**config.mk**
```make
export PLATFORM = sky130hd
export DESIGN_NAME = ps2_mouse_host_interface
export DESIGN_NICKNAME = d
export VERILOG_FILES = /design/src/hdl/ps2mh_pkg.sv /design/src/hdl/ps2mh_core.sv /design/src/hdl/ps2_mouse_host_interface.sv
export VERILOG_INCLUDE_DIRS = /design/src /design/src/hdl
export SDC_FILE = /design/constraint.sdc
export NUM_CORES = 1
export LEC_CHECK = 0
export ABC_CLOCK_PERIOD_IN_PS = 9050
export BUFFER_PORTS_ARGS = -buffer_cell sky130_fd_sc_hd__buf_2
export CORE_ASPECT_RATIO = 0.5
export CORE_MARGIN = 2
export CORE_UTILIZATION = 40
export DETAILED_ROUTE_END_ITERATION = 7
export PLACE_DENSITY = 0.65
export SYNTH_ARGS = -nofsm -noshare
export SYNTH_HDL_FRONTEND = slang
export SYNTH_SLANG_ARGS = --single-unit
```
**constraint.sdc**
```tcl
create_clock -name clock -period 9.05 [get_ports clock]
set_clock_uncertainty 0.05 [all_clocks]
set_input_delay 1.81 -clock clock [delete_from_list [all_inputs] [get_ports clock]]
set_output_delay 1.81 -clock clock [all_outputs]
set_load 0.02 [all_outputs]
```
**src/hdl/ps2_mouse_host_interface_defines.svh**
```systemverilog
// assertion macros shared by the ps2 mouse host interface rtl
`ifndef PS2_MOUSE_HOST_INTERFACE_DEFINES_SVH
`define PS2_MOUSE_HOST_INTERFACE_DEFINES_SVH

// same-cycle implication, checked outside reset
`define PS2MH_ASSERT_NOW(lbl, clk, rst, ante, cons) \
   lbl: assert property (@(posedge clk) disable iff (rst) (ante) |-> (cons)) \
      else $error("ps2mh assertion failed");

// next-cycle implication, checked outside reset
`define PS2MH_ASSERT_NEXT(lbl, clk, rst, ante, cons) \
   lbl: assert property (@(posedge clk) disable iff (rst) (ante) |=> (cons)) \
      else $error("ps2mh assertion failed");

`endif

```
**src/hdl/ps2mh_pkg.sv**
```systemverilog
// types and constants of the ps2 mouse host interface
`default_nettype none
package ps2mh_pkg;

   // request kinds carried in tuser
   localparam logic [1:0] REQ_TICK    = 2'd0;
   localparam logic [1:0] REQ_SEND    = 2'd1;
   localparam logic [1:0] REQ_RELEASE = 2'd2;

   // configuration register indexes
   localparam logic [1:0] CSR_STREAM_ENABLE = 2'd0;
   localparam logic [1:0] CSR_INHIBIT_TICKS = 2'd1;
   localparam logic [1:0] CSR_START_TICKS   = 2'd2;
   localparam logic [1:0] CSR_SETTLE_TICKS  = 2'd3;

   // register reset values
   localparam logic [15:0] INHIBIT_TICKS_RST = 16'd300;
   localparam logic [15:0] START_TICKS_RST   = 16'd10;
   localparam logic [15:0] SETTLE_TICKS_RST  = 16'd50;

   // frame and byte geometry
   localparam logic [3:0] FRAME_BITS     = 4'd11;
   localparam logic [3:0] FIRST_DATA_BIT = 4'd1;
   localparam logic [3:0] LAST_DATA_BIT  = 4'd8;
   localparam logic [3:0] SEND_BITS      = 4'd8;

   // packet byte slots
   localparam logic [1:0] SLOT_STATUS = 2'd0;
   localparam logic [1:0] SLOT_DX     = 2'd1;
   localparam logic [1:0] SLOT_DY     = 2'd2;

   // sender phases
   typedef enum logic [11:0] {
      PH_IDLE     = 12'b0000_0000_0001,
      PH_RELEASE  = 12'b0000_0000_0010,
      PH_INHIBIT  = 12'b0000_0000_0100,
      PH_START    = 12'b0000_0000_1000,
      PH_FIRST    = 12'b0000_0001_0000,
      PH_BIT_HIGH = 12'b0000_0010_0000,
      PH_BIT_LOW  = 12'b0000_0100_0000,
      PH_PAR_HIGH = 12'b0000_1000_0000,
      PH_PAR_LOW  = 12'b0001_0000_0000,
      PH_SETTLE   = 12'b0010_0000_0000,
      PH_ACK_LOW  = 12'b0100_0000_0000,
      PH_ACK_HIGH = 12'b1000_0000_0000
   } phase_type;

   // configuration registers
   typedef struct packed {
      logic        stream_enable;
      logic [15:0] inhibit_ticks;
      logic [15:0] start_ticks;
      logic [15:0] settle_ticks;
   } cfg_type;

   // one result word
   typedef struct packed {
      logic       clock_pull_low;
      logic       data_pull_low;
      logic       send_busy;
      logic       send_done;
      logic       packet_ready;
      logic [7:0] packet_status;
      logic [7:0] packet_dx;
      logic [7:0] packet_dy;
   } rsp_type;

endpackage
`default_nettype wire

```
**src/hdl/ps2mh_core.sv**
```systemverilog
// line state, receiver and sender of the ps2 mouse host interface
`default_nettype none
`include "ps2_mouse_host_interface_defines.svh"
module ps2mh_core #(
   parameter int TIMER_BITS = 16
) (
   input  wire logic              clock,
   input  wire logic              reset,
   input  wire logic              accept,
   input  wire logic [1:0]        req_type,
   input  wire logic [7:0]        tx_byte,
   input  wire logic              clock_level,
   input  wire logic              data_level,
   input  wire ps2mh_pkg::cfg_type cfg,
   output ps2mh_pkg::rsp_type     rsp
);

   localparam logic [31:0] TMAX32 = 32'((64'd1 << TIMER_BITS) - 64'd1);

   // timer load value: zero counts as one, large values saturate
   function automatic logic [TIMER_BITS-1:0] timer_load(input logic [15:0] ticks);
      logic [31:0] v;
      v = (ticks == 16'd0) ? 32'd1 : {16'd0, ticks};
      if (v > TMAX32) v = TMAX32;
      return TIMER_BITS'(v);
   endfunction

   ps2mh_pkg::phase_type    phase_ff, phase_in;
   logic [7:0]              shift_ff, shift_in;
   logic [3:0]              bit_index_ff, bit_index_in;
   logic                    parity_ff, parity_in;
   logic [TIMER_BITS-1:0]   timer_ff, timer_in;
   logic                    clk_prev_ff, clk_prev_in;
   logic                    held_low_ff, held_low_in;
   logic [3:0]              rcnt_ff, rcnt_in;
   logic [7:0]              rbyte_ff, rbyte_in;
   logic [1:0]              slot_ff, slot_in;
   logic [7:0]              status_ff, status_in;
   logic [7:0]              dx_ff, dx_in;
   logic [7:0]              dy_ff, dy_in;
   logic                    ready_ff, ready_in;

   logic       running;
   logic       run_step;
   logic       rx_edge;
   logic       tmr_end;
   logic       done;
   logic [2:0] rbit_idx;
   logic       cpl;
   logic       dpl;

   assign running  = (phase_ff != ps2mh_pkg::PH_IDLE);
   assign rx_edge  = cfg.stream_enable && !running && clk_prev_ff && !clock_level;
   assign tmr_end  = (timer_ff <= TIMER_BITS'(1));
   assign rbit_idx = 3'(rcnt_ff - 4'd1);

   // next state for one tick
   always_comb begin
      phase_in     = phase_ff;
      shift_in     = shift_ff;
      bit_index_in = bit_index_ff;
      parity_in    = parity_ff;
      timer_in     = timer_ff;
      held_low_in  = held_low_ff;
      rcnt_in      = rcnt_ff;
      rbyte_in     = rbyte_ff;
      slot_in      = slot_ff;
      status_in    = status_ff;
      dx_in        = dx_ff;
      dy_in        = dy_ff;
      ready_in     = ready_ff;
      clk_prev_in  = clock_level;
      done         = 1'b0;
      run_step     = running;

      // receiver: one frame bit per falling clock edge
      if (rx_edge) begin
         ready_in = 1'b0;
         if (rcnt_ff >= ps2mh_pkg::FIRST_DATA_BIT && rcnt_ff <= ps2mh_pkg::LAST_DATA_BIT) begin
            rbyte_in[rbit_idx] = rbyte_ff[rbit_idx] | data_level;
         end
         rcnt_in = rcnt_ff + 4'd1;
         if (rcnt_in >= ps2mh_pkg::FRAME_BITS) begin
            case (slot_ff)
               ps2mh_pkg::SLOT_STATUS: begin
                  status_in = rbyte_in;
                  slot_in   = ps2mh_pkg::SLOT_DX;
               end
               ps2mh_pkg::SLOT_DX: begin
                  dx_in   = rbyte_in;
                  slot_in = ps2mh_pkg::SLOT_DY;
               end
               default: begin
                  dy_in    = rbyte_in;
                  slot_in  = ps2mh_pkg::SLOT_STATUS;
                  ready_in = 1'b1;
               end
            endcase
            rcnt_in  = 4'd0;
            rbyte_in = 8'd0;
         end
      end

      // requests
      if (req_type == ps2mh_pkg::REQ_RELEASE) begin
         phase_in    = ps2mh_pkg::PH_IDLE;
         held_low_in = 1'b0;
         run_step    = 1'b0;
      end else if (req_type == ps2mh_pkg::REQ_SEND && !running) begin
         shift_in     = tx_byte;
         bit_index_in = 4'd0;
         parity_in    = 1'b1;
         held_low_in  = 1'b0;
         phase_in     = ps2mh_pkg::PH_RELEASE;
         timer_in     = timer_load(cfg.inhibit_ticks);
      end

      // sender step
      if (run_step) begin
         case (phase_ff)
            ps2mh_pkg::PH_RELEASE: begin
               if (tmr_end) begin
                  phase_in = ps2mh_pkg::PH_INHIBIT;
                  timer_in = timer_load(cfg.inhibit_ticks);
               end else begin
                  timer_in = timer_ff - TIMER_BITS'(1);
               end
            end
            ps2mh_pkg::PH_INHIBIT: begin
               if (tmr_end) begin
                  phase_in = ps2mh_pkg::PH_START;
                  timer_in = timer_load(cfg.start_ticks);
               end else begin
                  timer_in = timer_ff - TIMER_BITS'(1);
               end
            end
            ps2mh_pkg::PH_START: begin
               if (tmr_end) begin
                  phase_in = ps2mh_pkg::PH_FIRST;
               end else begin
                  timer_in = timer_ff - TIMER_BITS'(1);
               end
            end
            ps2mh_pkg::PH_FIRST: begin
               if (!clock_level) phase_in = ps2mh_pkg::PH_BIT_HIGH;
            end
            ps2mh_pkg::PH_BIT_HIGH: begin
               if (clock_level) phase_in = ps2mh_pkg::PH_BIT_LOW;
            end
            ps2mh_pkg::PH_BIT_LOW: begin
               if (!clock_level) begin
                  parity_in    = parity_ff ^ shift_ff[0];
                  shift_in     = shift_ff >> 1;
                  bit_index_in = bit_index_ff + 4'd1;
                  phase_in     = (bit_index_in >= ps2mh_pkg::SEND_BITS) ?
                                 ps2mh_pkg::PH_PAR_HIGH : ps2mh_pkg::PH_BIT_HIGH;
               end
            end
            ps2mh_pkg::PH_PAR_HIGH: begin
               if (clock_level) phase_in = ps2mh_pkg::PH_PAR_LOW;
            end
            ps2mh_pkg::PH_PAR_LOW: begin
               if (!clock_level) begin
                  phase_in = ps2mh_pkg::PH_SETTLE;
                  timer_in = timer_load(cfg.settle_ticks);
               end
            end
            ps2mh_pkg::PH_SETTLE: begin
               if (tmr_end) begin
                  phase_in = ps2mh_pkg::PH_ACK_LOW;
               end else begin
                  timer_in = timer_ff - TIMER_BITS'(1);
               end
            end
            ps2mh_pkg::PH_ACK_LOW: begin
               if (!clock_level) phase_in = ps2mh_pkg::PH_ACK_HIGH;
            end
            ps2mh_pkg::PH_ACK_HIGH: begin
               if (clock_level && data_level) begin
                  phase_in    = ps2mh_pkg::PH_IDLE;
                  held_low_in = 1'b1;
                  done        = 1'b1;
               end
            end
            default: begin
               phase_in = ps2mh_pkg::PH_IDLE;
            end
         endcase
      end
   end

   // line drive from the phase the tick ends in
   always_comb begin
      case (phase_in)
         ps2mh_pkg::PH_IDLE: begin
            cpl = held_low_in;
            dpl = 1'b0;
         end
         ps2mh_pkg::PH_INHIBIT: begin
            cpl = 1'b1;
            dpl = 1'b0;
         end
         ps2mh_pkg::PH_START: begin
            cpl = 1'b1;
            dpl = 1'b1;
         end
         ps2mh_pkg::PH_FIRST: begin
            cpl = 1'b0;
            dpl = 1'b1;
         end
         ps2mh_pkg::PH_BIT_HIGH, ps2mh_pkg::PH_BIT_LOW: begin
            cpl = 1'b0;
            dpl = !shift_in[0];
         end
         ps2mh_pkg::PH_PAR_HIGH, ps2mh_pkg::PH_PAR_LOW: begin
            cpl = 1'b0;
            dpl = !parity_in;
         end
         default: begin
            cpl = 1'b0;
            dpl = 1'b0;
         end
      endcase
   end

   // result word for this tick
   always_comb begin
      rsp.clock_pull_low = cpl;
      rsp.data_pull_low  = dpl;
      rsp.send_busy      = (phase_in != ps2mh_pkg::PH_IDLE);
      rsp.send_done      = done;
      rsp.packet_ready   = ready_in;
      rsp.packet_status  = status_in;
      rsp.packet_dx      = dx_in;
      rsp.packet_dy      = dy_in;
   end

   // state update on each accepted word
   always_ff @(posedge clock) begin
      if (reset) begin
         phase_ff     <= ps2mh_pkg::PH_IDLE;
         shift_ff     <= 8'd0;
         bit_index_ff <= 4'd0;
         parity_ff    <= 1'b1;
         timer_ff     <= '0;
         clk_prev_ff  <= 1'b1;
         held_low_ff  <= 1'b0;
         rcnt_ff      <= 4'd0;
         rbyte_ff     <= 8'd0;
         slot_ff      <= ps2mh_pkg::SLOT_STATUS;
         status_ff    <= 8'd0;
         dx_ff        <= 8'd0;
         dy_ff        <= 8'd0;
         ready_ff     <= 1'b0;
      end else if (accept) begin
         phase_ff     <= phase_in;
         shift_ff     <= shift_in;
         bit_index_ff <= bit_index_in;
         parity_ff    <= parity_in;
         timer_ff     <= timer_in;
         clk_prev_ff  <= clk_prev_in;
         held_low_ff  <= held_low_in;
         rcnt_ff      <= rcnt_in;
         rbyte_ff     <= rbyte_in;
         slot_ff      <= slot_in;
         status_ff    <= status_in;
         dx_ff        <= dx_in;
         dy_ff        <= dy_in;
         ready_ff     <= ready_in;
      end
   end

   // a finished send leaves the clock held low and the sender idle
   `PS2MH_ASSERT_NEXT(a_done_holds_clock, clock, reset, accept && done,
      phase_ff == ps2mh_pkg::PH_IDLE && held_low_ff)
   // a release request always ends with both lines free
   `PS2MH_ASSERT_NEXT(a_release_frees, clock, reset,
      accept && req_type == ps2mh_pkg::REQ_RELEASE,
      phase_ff == ps2mh_pkg::PH_IDLE && !held_low_ff)
   // state only moves on an accepted word
   `PS2MH_ASSERT_NEXT(a_hold_when_idle, clock, reset, !accept,
      $stable(phase_ff) && $stable(rcnt_ff) && $stable(timer_ff))
   // receiver never counts while a send runs
   `PS2MH_ASSERT_NOW(a_no_rx_in_send, clock, reset, running, !rx_edge)

endmodule
`default_nettype wire

```
**src/hdl/ps2_mouse_host_interface.sv**
```systemverilog
// ps2 mouse host interface: registered single-pass tick processor, 1 word per cycle while req_tready is high
// an accepted tick's result word is registered in the output register, or in the skid stage while that one is full
// throughput: one tick word per clock; a skid stage keeps req_tready high while one
//   result waits, so req_tready drops only when two results are pending
// reset: synchronous, active high; clears sender, receiver, packet bytes and buffers,
//   and loads the registers with 0, 300, 10 and 50
`default_nettype none
module ps2_mouse_host_interface #(
   parameter int TIMER_BITS = 16
) (
   input  wire logic        clock,
   input  wire logic        reset,
   // tick words
   input  wire logic        req_tvalid,
   output logic             req_tready,
   input  wire logic [15:0] req_tdata,   // tx_byte[7:0], clock_level[8], data_level[9]
   input  wire logic [1:0]  req_tuser,   // req_type[1:0]
   // result words
   output logic             rsp_tvalid,
   input  wire logic        rsp_tready,
   output logic [31:0]      rsp_tdata,   // clock_pull_low[0], data_pull_low[1],
                                          // send_busy[2], send_done[3], packet_ready[4],
                                          // packet_status[12:5], packet_dx[20:13],
                                          // packet_dy[28:21]
   // configuration writes
   input  wire logic        csr_we,
   input  wire logic [1:0]  csr_addr,
   input  wire logic [15:0] csr_wdata
);

   ps2mh_pkg::cfg_type cfg_ff;
   ps2mh_pkg::rsp_type rsp_new;
   ps2mh_pkg::rsp_type out_ff;
   ps2mh_pkg::rsp_type skid_ff;
   logic               out_valid_ff;
   logic               skid_valid_ff;
   logic               accept;
   logic               out_fire;

   assign req_tready = !skid_valid_ff;
   assign accept     = req_tvalid && req_tready;
   assign out_fire   = out_valid_ff && rsp_tready;

   // configuration registers
   always_ff @(posedge clock) begin
      if (reset) begin
         cfg_ff.stream_enable <= 1'b0;
         cfg_ff.inhibit_ticks <= ps2mh_pkg::INHIBIT_TICKS_RST;
         cfg_ff.start_ticks   <= ps2mh_pkg::START_TICKS_RST;
         cfg_ff.settle_ticks  <= ps2mh_pkg::SETTLE_TICKS_RST;
      end else if (csr_we) begin
         case (csr_addr)
            ps2mh_pkg::CSR_STREAM_ENABLE: cfg_ff.stream_enable <= csr_wdata[0];
            ps2mh_pkg::CSR_INHIBIT_TICKS: cfg_ff.inhibit_ticks <= csr_wdata;
            ps2mh_pkg::CSR_START_TICKS:   cfg_ff.start_ticks   <= csr_wdata;
            ps2mh_pkg::CSR_SETTLE_TICKS:  cfg_ff.settle_ticks  <= csr_wdata;
            default: cfg_ff <= cfg_ff;
         endcase
      end
   end

   // tick processing
   ps2mh_core #(
      .TIMER_BITS (TIMER_BITS)
   ) u_core (
      .clock       (clock),
      .reset       (reset),
      .accept      (accept),
      .req_type    (req_tuser),
      .tx_byte     (req_tdata[7:0]),
      .clock_level (req_tdata[8]),
      .data_level  (req_tdata[9]),
      .cfg         (cfg_ff),
      .rsp         (rsp_new)
   );

   // output register with skid stage
   always_ff @(posedge clock) begin
      if (reset) begin
         out_valid_ff  <= 1'b0;
         skid_valid_ff <= 1'b0;
      end else if (skid_valid_ff) begin
         if (out_fire) begin
            out_ff        <= skid_ff;
            skid_valid_ff <= 1'b0;
         end
      end else if (accept) begin
         if (!out_valid_ff || out_fire) begin
            out_ff       <= rsp_new;
            out_valid_ff <= 1'b1;
         end else begin
            skid_ff       <= rsp_new;
            skid_valid_ff <= 1'b1;
         end
      end else if (out_fire) begin
         out_valid_ff <= 1'b0;
      end
   end

   assign rsp_tvalid = out_valid_ff;
   assign rsp_tdata  = {3'd0, out_ff.packet_dy, out_ff.packet_dx, out_ff.packet_status,
                        out_ff.packet_ready, out_ff.send_done, out_ff.send_busy,
                        out_ff.data_pull_low, out_ff.clock_pull_low};

endmodule
`default_nettype wire
```
==> results of run 1 <==
==> power groups by stage <==
| stage | clock network [W] | registers, W | logic (W) |
|---|---|---|---|
| 3_3_place_gp | 0 | 0.000953 | 0.000208 |
| 2_1_floorplan | 0 | 0.000952 | 0.000148 |
| 5_1_grt | 0.000803 | 0.000940 | 0.000236 |
| 3_5_place_dp | 0 | 0.000955 | 0.000212 |
| 4_1_cts | 0.000775 | 0.000935 | 0.000213 |
| 6_report | 0.000756 | 0.000936 | 0.000215 |
==> through the flow <==
| stage | instances | worst slack [ns] |
|---|---|---|
| after floorplan | 1165 | 4.028 |
| after global placement | 1496 | 4.267 |
| after detailed placement | 1496 | 4.128 |
| after CTS | 1528 | 4.601 |
| after global routing | 1528 | 4.358 |
| final | 1528 | 4.606 |
==> cell families after synthesis <==
kind of cell	count (synthesis)	share of synthesized area
AOI/OAI and AO/OA	286	0.1846
xor gates and xnor gates	19	0.01664
adders and majority gates	7	0.008756
buffers and inverters	95	0.04028
DFF	191	0.4403
muxes	69	0.07831
other	1	0.0003749
and+or+nand+nor	495	0.2307
==> critical path: stages <==
cell and delay [ns]:
buf_2 0.27, nand3b_1 0.24, or4_4 0.49, a211oi_4 0.34
nand2_1 0.19, nor3b_1 1.03, mux2i_1 0.29, nor2_1 0.06
==> synthesized netlist by cell type, types with 6 or more instances <==
cell      count  area share
mux2_2       50       0.056
a22oi_1      14       0.011
o21ai_0      53       0.027
nor3_1       23       0.012
a311oi_1      7      0.0061
and2_1        8      0.0050
nor3b_1       6      0.0045
mux2i_1      16       0.016
nand2_1     208       0.078
a211oi_1     15       0.011
and3_1       10      0.0063
o22ai_1      10      0.0063
o21a_1       12      0.0090
a31oi_1      23       0.014
nor2_1      119       0.045
buf_2         7      0.0035
ha_1          7      0.0088
inv_1        11      0.0041
nand4_1      14      0.0088
nor2b_1       8      0.0050
a21oi_1      92       0.046
dfxtp_1     133        0.27
xnor2_1      10      0.0088
edfxtp_1     58        0.17
nand3_1      35       0.018
o31ai_1       6      0.0045
nor4_1       19       0.012
xor2_1        9      0.0079
clkbuf_1     69       0.026
==> state kept, by name, summed over array words and instances, names as in the netlist, 12 cells and up <==
name and cells:
rsp_tdata 29, u_core.phase_ff 12, cfg_ff 49, skid_ff 29, u_core.timer_ff 16
==> area by class of cell <==
| type | instances | share of cell area |
|---|---|---|
| Multi-Input combinational cell | 879 | 0.4702 |
| Sequential cell | 191 | 0.3961 |
| Timing Repair Buffer | 79 | 0.03894 |
| Clock buffer | 17 | 0.03826 |
| Tap cell | 336 | 0.03781 |
| Clock inverter | 15 | 0.01497 |
| Inverter | 11 | 0.003714 |
==> metal layers <==
metal	vias up	GRT usage	share of wire
met5	-	0	0
met4	0	0.08235	0.019
met3	50	0.04310	0.066
met2	348	0.3567	0.47
met1	4150	0.2856	0.45
li1	4241	-	-
==> worst paths after layout <==
kind,endpoint
hold / removal,cfg_ff[32]
hold reg to reg,cfg_ff[32]
setup / recovery,u_core.dx_ff[2]
setup reg to reg,u_core.dx_ff[2]
==> impl_metrics.env, run 1 <==
export IMPL_fmax_ghz=0.2250
export IMPL_peakVddDrop_mv=0.1211
export IMPL_arrival_ns=4.73
export IMPL_detail_route_first_pass_iterations=6
export IMPL_r2r_cells=7
export IMPL_fin_area_um2=11120
export IMPL_drive_gt1_frac=0.1619
export IMPL_core_area_um2=24270
export IMPL_rows=40
export IMPL_worstMarginPinSlew_ns=1.243
export IMPL_crit_start="req_tdata[8]"
export IMPL_io_buffers=65
export IMPL_p_switching_w=0.0005505
export IMPL_initial_core_util=0.4121
export IMPL_drv_cap=0
export IMPL_seqPwrFrac=0.491
export IMPL_seqCellArea_um2=4404
export IMPL_routed_via_count=8789
export IMPL_power_w=0.001907
export IMPL_fillCellCount=2391
export IMPL_antenna_found_initial=0
export IMPL_synth_seq_area_share=0.4403
export IMPL_wl_mm=27.62
export IMPL_clock_sinks=191
export IMPL_antenna_cells=0
export IMPL_r2r_start="u_core.phase_ff[0]"
export IMPL_drc=0
export IMPL_min_from="cfg_ff[32]"
export IMPL_wl_per_cell_um=18.07
export IMPL_dpl_instance_area_um2=10530
export IMPL_final_cell_mix="208 x nand2_1, 133 x dfxtp_1, 119 x nor2_1, 92 x a21oi_1, 64 x buf_2"
export IMPL_p_sw_frac=0.2887
export IMPL_ioPinCount=75
export IMPL_drt_iter0_drc=869
export IMPL_power_density_nw_per_um2=171.5
export IMPL_clock_latency_ns=0.46
export IMPL_final_hold_viol_count=0
export IMPL_cp_max_fo=20
export IMPL_cts_path_max_buffers=2
export IMPL_die_y_um=115.8
export IMPL_final_common_cell="nand2_1"
export IMPL_crit_type="input port to flip-flop"
export IMPL_hpwl_mm=18.40
export IMPL_critPathRequiredTime_ns=9.34
export IMPL_synth_distinct_cells=80
export IMPL_hold_buffers=0
export IMPL_postSynth_asyncResetShare=0
export IMPL_grt_max_degree=82
export IMPL_leakage_nw=4.139
export IMPL_status="completed"
export IMPL_cts_made_buffers=17
export IMPL_ys_warn_count=0
export IMPL_grt_usage=0.2172
export IMPL_grt_overflow=0
export IMPL_design_die_area_um2=26360
export IMPL_cts_htree_levels=4
export IMPL_cts_resized=0
export IMPL_slew_headroom=0.1694
export IMPL_ant_nets=0
export IMPL_vias_per_cell=5.752
export IMPL_min_path_type="flip-flop to flip-flop"
export IMPL_fin_tns_setup_ns=0
export IMPL_rsz0062_at_grt="false"
export IMPL_cts_setup_buffers=0
export IMPL_die_w_um=227.6
export IMPL_num_nets_final=1227
export IMPL_whs_ns=0.4103
export IMPL_p_int_w=0.001357
export IMPL_layout_core_utilization=0.4580
export IMPL_ys_ff_latch=191
export IMPL_cts_clk_slew_worst_paths_ns=0.08
export IMPL_area_growth_pct=11.16
export IMPL_multi_input_area_um2=5228
export IMPL_p_comb_frac=0.113
export IMPL_synthFlopType="dfxtp_1"
export IMPL_r2r_slack_ns=4.99
export IMPL_synth_edf_count=58
export IMPL_syn_area_per_cell_um2=8.600
export IMPL_finalCritPeriodShare=0.4911
export IMPL_clkPwrFrac=0.397
export IMPL_syn_inst=1163
export IMPL_grt_pass1_wl_mm=44.29
export IMPL_gp_congestion=0.9229
export IMPL_grt_pass1_vias=8315
export IMPL_cts_root_buf="clkbuf_16"
export IMPL_hold_path_depth=2
export IMPL_slew_violations=0
export IMPL_finalCriticalPeriod_ns=4.444
export IMPL_critPathLaunchType="input port"
export IMPL_cp_end_kind="flip-flop"
export IMPL_setup_viol=0
export IMPL_netlist_area_um2=10000
export IMPL_cts_tree="done"
(Power assumes the default switching activity.)
==> run 2, diff against run 1 <==
--- a/config.mk
+++ b/config.mk
@@ -6,13 +6,13 @@
 export SDC_FILE = /design/constraint.sdc
 export NUM_CORES = 1
 export LEC_CHECK = 0
-export ABC_CLOCK_PERIOD_IN_PS = 9050
+export ABC_CLOCK_PERIOD_IN_PS = 3700
 export BUFFER_PORTS_ARGS = -buffer_cell sky130_fd_sc_hd__buf_2
 export CORE_ASPECT_RATIO = 0.5
 export CORE_MARGIN = 2
 export CORE_UTILIZATION = 40
 export DETAILED_ROUTE_END_ITERATION = 7
-export PLACE_DENSITY = 0.65
+export PLACE_DENSITY = 0.67
 export SYNTH_ARGS = -nofsm -noshare
 export SYNTH_HDL_FRONTEND = slang
 export SYNTH_SLANG_ARGS = --single-unit
==> constraint.sdc (replaced) <==
create_clock -name clock -period 3.7 [get_ports clock]
set_clock_uncertainty 0.05 [all_clocks]
set_input_delay 0.74 -clock clock [delete_from_list [all_inputs] [get_ports clock]]
set_output_delay 0.74 -clock clock [all_outputs]
set_load 0.02 [all_outputs]
==> impl_metrics.env, run 2 (synthesis gave the netlist of run 1 again) <==
export IMPL_status="completed"
export IMPL_vias_per_cell=5.737
export IMPL_cts_tree="done"
export IMPL_cts_setup_buffers=0
export IMPL_drive_gt1_frac=0.1845
export IMPL_timing_critical_path_cells="inv_1 -> ha_1 -> xor2_1 -> buf_4 -> mux4_2 -> nand2_1 -> nand3b_1 -> mux2_2 -> mux2_2 -> mux2_2"
export IMPL_io_buffers=65
export IMPL_final_common_cell="nand2_1"
export IMPL_finalCriticalPeriod_ns=3.374
export IMPL_critical_path_buf_inv_count=2
export IMPL_fmax_ghz=0.2964
export IMPL_final_cell_mix="208 x nand2_1, 133 x dfxtp_1, 119 x nor2_1, 92 x a21oi_1, 64 x buf_2"
export IMPL_arrival_ns=3.54
export IMPL_cts_htree_levels=4
export IMPL_global_route_usage_met3=0.04944
export IMPL_grt_overflow=0
export IMPL_routed_via_count=8955
export IMPL_met1_usage=0.2940
export IMPL_cp_top_family="multiplexers"
export IMPL_cts_resized=0
export IMPL_leakage_nw=4.314
export IMPL_area_growth_pct=13.94
export IMPL_cts_root_buf="clkbuf_16"
export IMPL_cts_made_buffers=17
export IMPL_largest_register_ffs=49
export IMPL_cts_clk_slew_worst_paths_ns=0.08
export IMPL_design_die_area_um2=26360
export IMPL_grt_util_met2=0.3528
export IMPL_gp_congestion=0.8937
export IMPL_cts_path_max_buffers=2
export IMPL_critPathLaunchType="flip-flop"
export IMPL_rows=40
export IMPL_power_density_nw_per_um2=418.3
export IMPL_drc=0
export IMPL_cp_max_fo=10
export IMPL_crit_type="flip-flop to flip-flop"
export IMPL_dpl_instance_area_um2=10780
export IMPL_grt_max_degree=78
export IMPL_min_path_type="flip-flop to flip-flop"
export IMPL_drv_cap=0
export IMPL_ioPinCount=75
export IMPL_slew_headroom=0.1998
export IMPL_grt_usage=0.2195
export IMPL_critical_path_max_stage_delay_ns=0.53
export IMPL_fin_area_um2=11400
export IMPL_clock_sinks=191
export IMPL_slew_violations=0
export IMPL_peakVddDrop_mv=0.2996
export IMPL_worstMarginPinSlew_ns=1.196
export IMPL_grt_pass1_wl_mm=45.10
export IMPL_core_area_um2=24270
export IMPL_clock_latency_ns=0.47
export IMPL_finalCritPeriodShare=0.9120
export IMPL_hold_buffers=0
export IMPL_setup_viol=0
export IMPL_hpwl_mm=19.00
export IMPL_initial_core_util=0.4121
export IMPL_grt_pass1_vias=8423
export IMPL_detail_route_first_pass_iterations=6
export IMPL_die_y_um=115.8
export IMPL_rsz0062_at_grt="false"
export IMPL_wl_per_cell_um=17.86
export IMPL_critPathRequiredTime_ns=3.87
export IMPL_num_nets_final=1260
export IMPL_antenna_found_initial=0
export IMPL_antenna_cells=0
export IMPL_cpMostUsedCell="mux2_2"
export IMPL_final_hold_viol_count=0
export IMPL_crit_slowest_cell="dfxtp_1"
export IMPL_grt_busiest_layer="met2"
export IMPL_largest_register="cfg_ff"
export IMPL_cp_end_kind="flip-flop"
export IMPL_fin_tns_setup_ns=0
export IMPL_ant_nets=0
export IMPL_die_w_um=227.6
export IMPL_drt_iter0_drc=1065
export IMPL_wl_mm=27.89
[run 2: changes by cell type in the layout (fill, tap and decap cells not counted), sizes merged]
cell,before,now
clkinv,6,5
bufinv,0,1
buf,79,112
[run 2: per-layer routing]
| layer | vias to the layer above | wire (um) |
|---|---|---|
| li1 | 4316 | - |
| met1 | 4239 | 12680 |
| met2 | 338 | 12560 |
| met3 | 62 | 1947 |
| met4 | 0 | 706 |
| met5 | - | 0 |
[run 2: worst reg2reg max path, stage by stage (launching register included)]
cell and delay [ns]:
dfxtp_1 0.53, inv_1 0.15, ha_1 0.27, xor2_1 0.14, buf_4 0.18, mux4_2 0.51, nand2_1 0.09, nand3b_1 0.21
mux2_2 0.43, mux2_2 0.32, mux2_2 0.27
[run 2: area by class of cell]
class | instances | area, um^2
Inverter | 11 | 41.29
Clock inverter | 15 | 190.2
Fill cell | 2364 | 12880
Tap cell | 336 | 420.4
Sequential cell | 191 | 4404
Timing Repair Buffer | 112 | 680.7
Clock buffer | 17 | 425.4
Multi-Input combinational cell | 879 | 5234
[run 2: worst paths after layout]
path | startpoint | endpoint | slack [ns] | depth (start not counted)
worst min-delay path | u_core.bit_index_ff[3] | u_core.bit_index_ff[3] | 0.42 | 2
worst min register to register | u_core.bit_index_ff[3] | u_core.bit_index_ff[3] | 0.42 | 2
worst max-delay path | u_core.rcnt_ff[0] | rsp_tdata[9] | 0.33 | 10
worst max register to register | u_core.rcnt_ff[0] | rsp_tdata[9] | 0.33 | 10
[run 2: power by group]
group	leakage (nW)	internal, W	switching, W
Clock	0.299	0.000979	0.000948
Combinational	2.35	0.000206	0.000348
Sequential	1.67	0.00222	0.0000636
[run 2: metrics by stage]
step / total power, W / worst slack, ns / cells / util / hold WS [ns]
final: 0.004767 / 0.3257 / 1561 / 0.4695 / 0.4190
after global routing: 0.004934 / 0.1264 / 1561 / 0.4695 / 0.4429
after CTS: 0.004790 / 0.3503 / 1561 / 0.4695 / 0.4223
after detailed placement: 0.002879 / 0.3598 / 1529 / 0.4441 / 0.4119
after global placement: 0.002868 / 0.4195 / 1529 / 0.4441 / 0.3999
after floorplan: 0.002691 / 0.4474 / 1165 / - / 0.3861
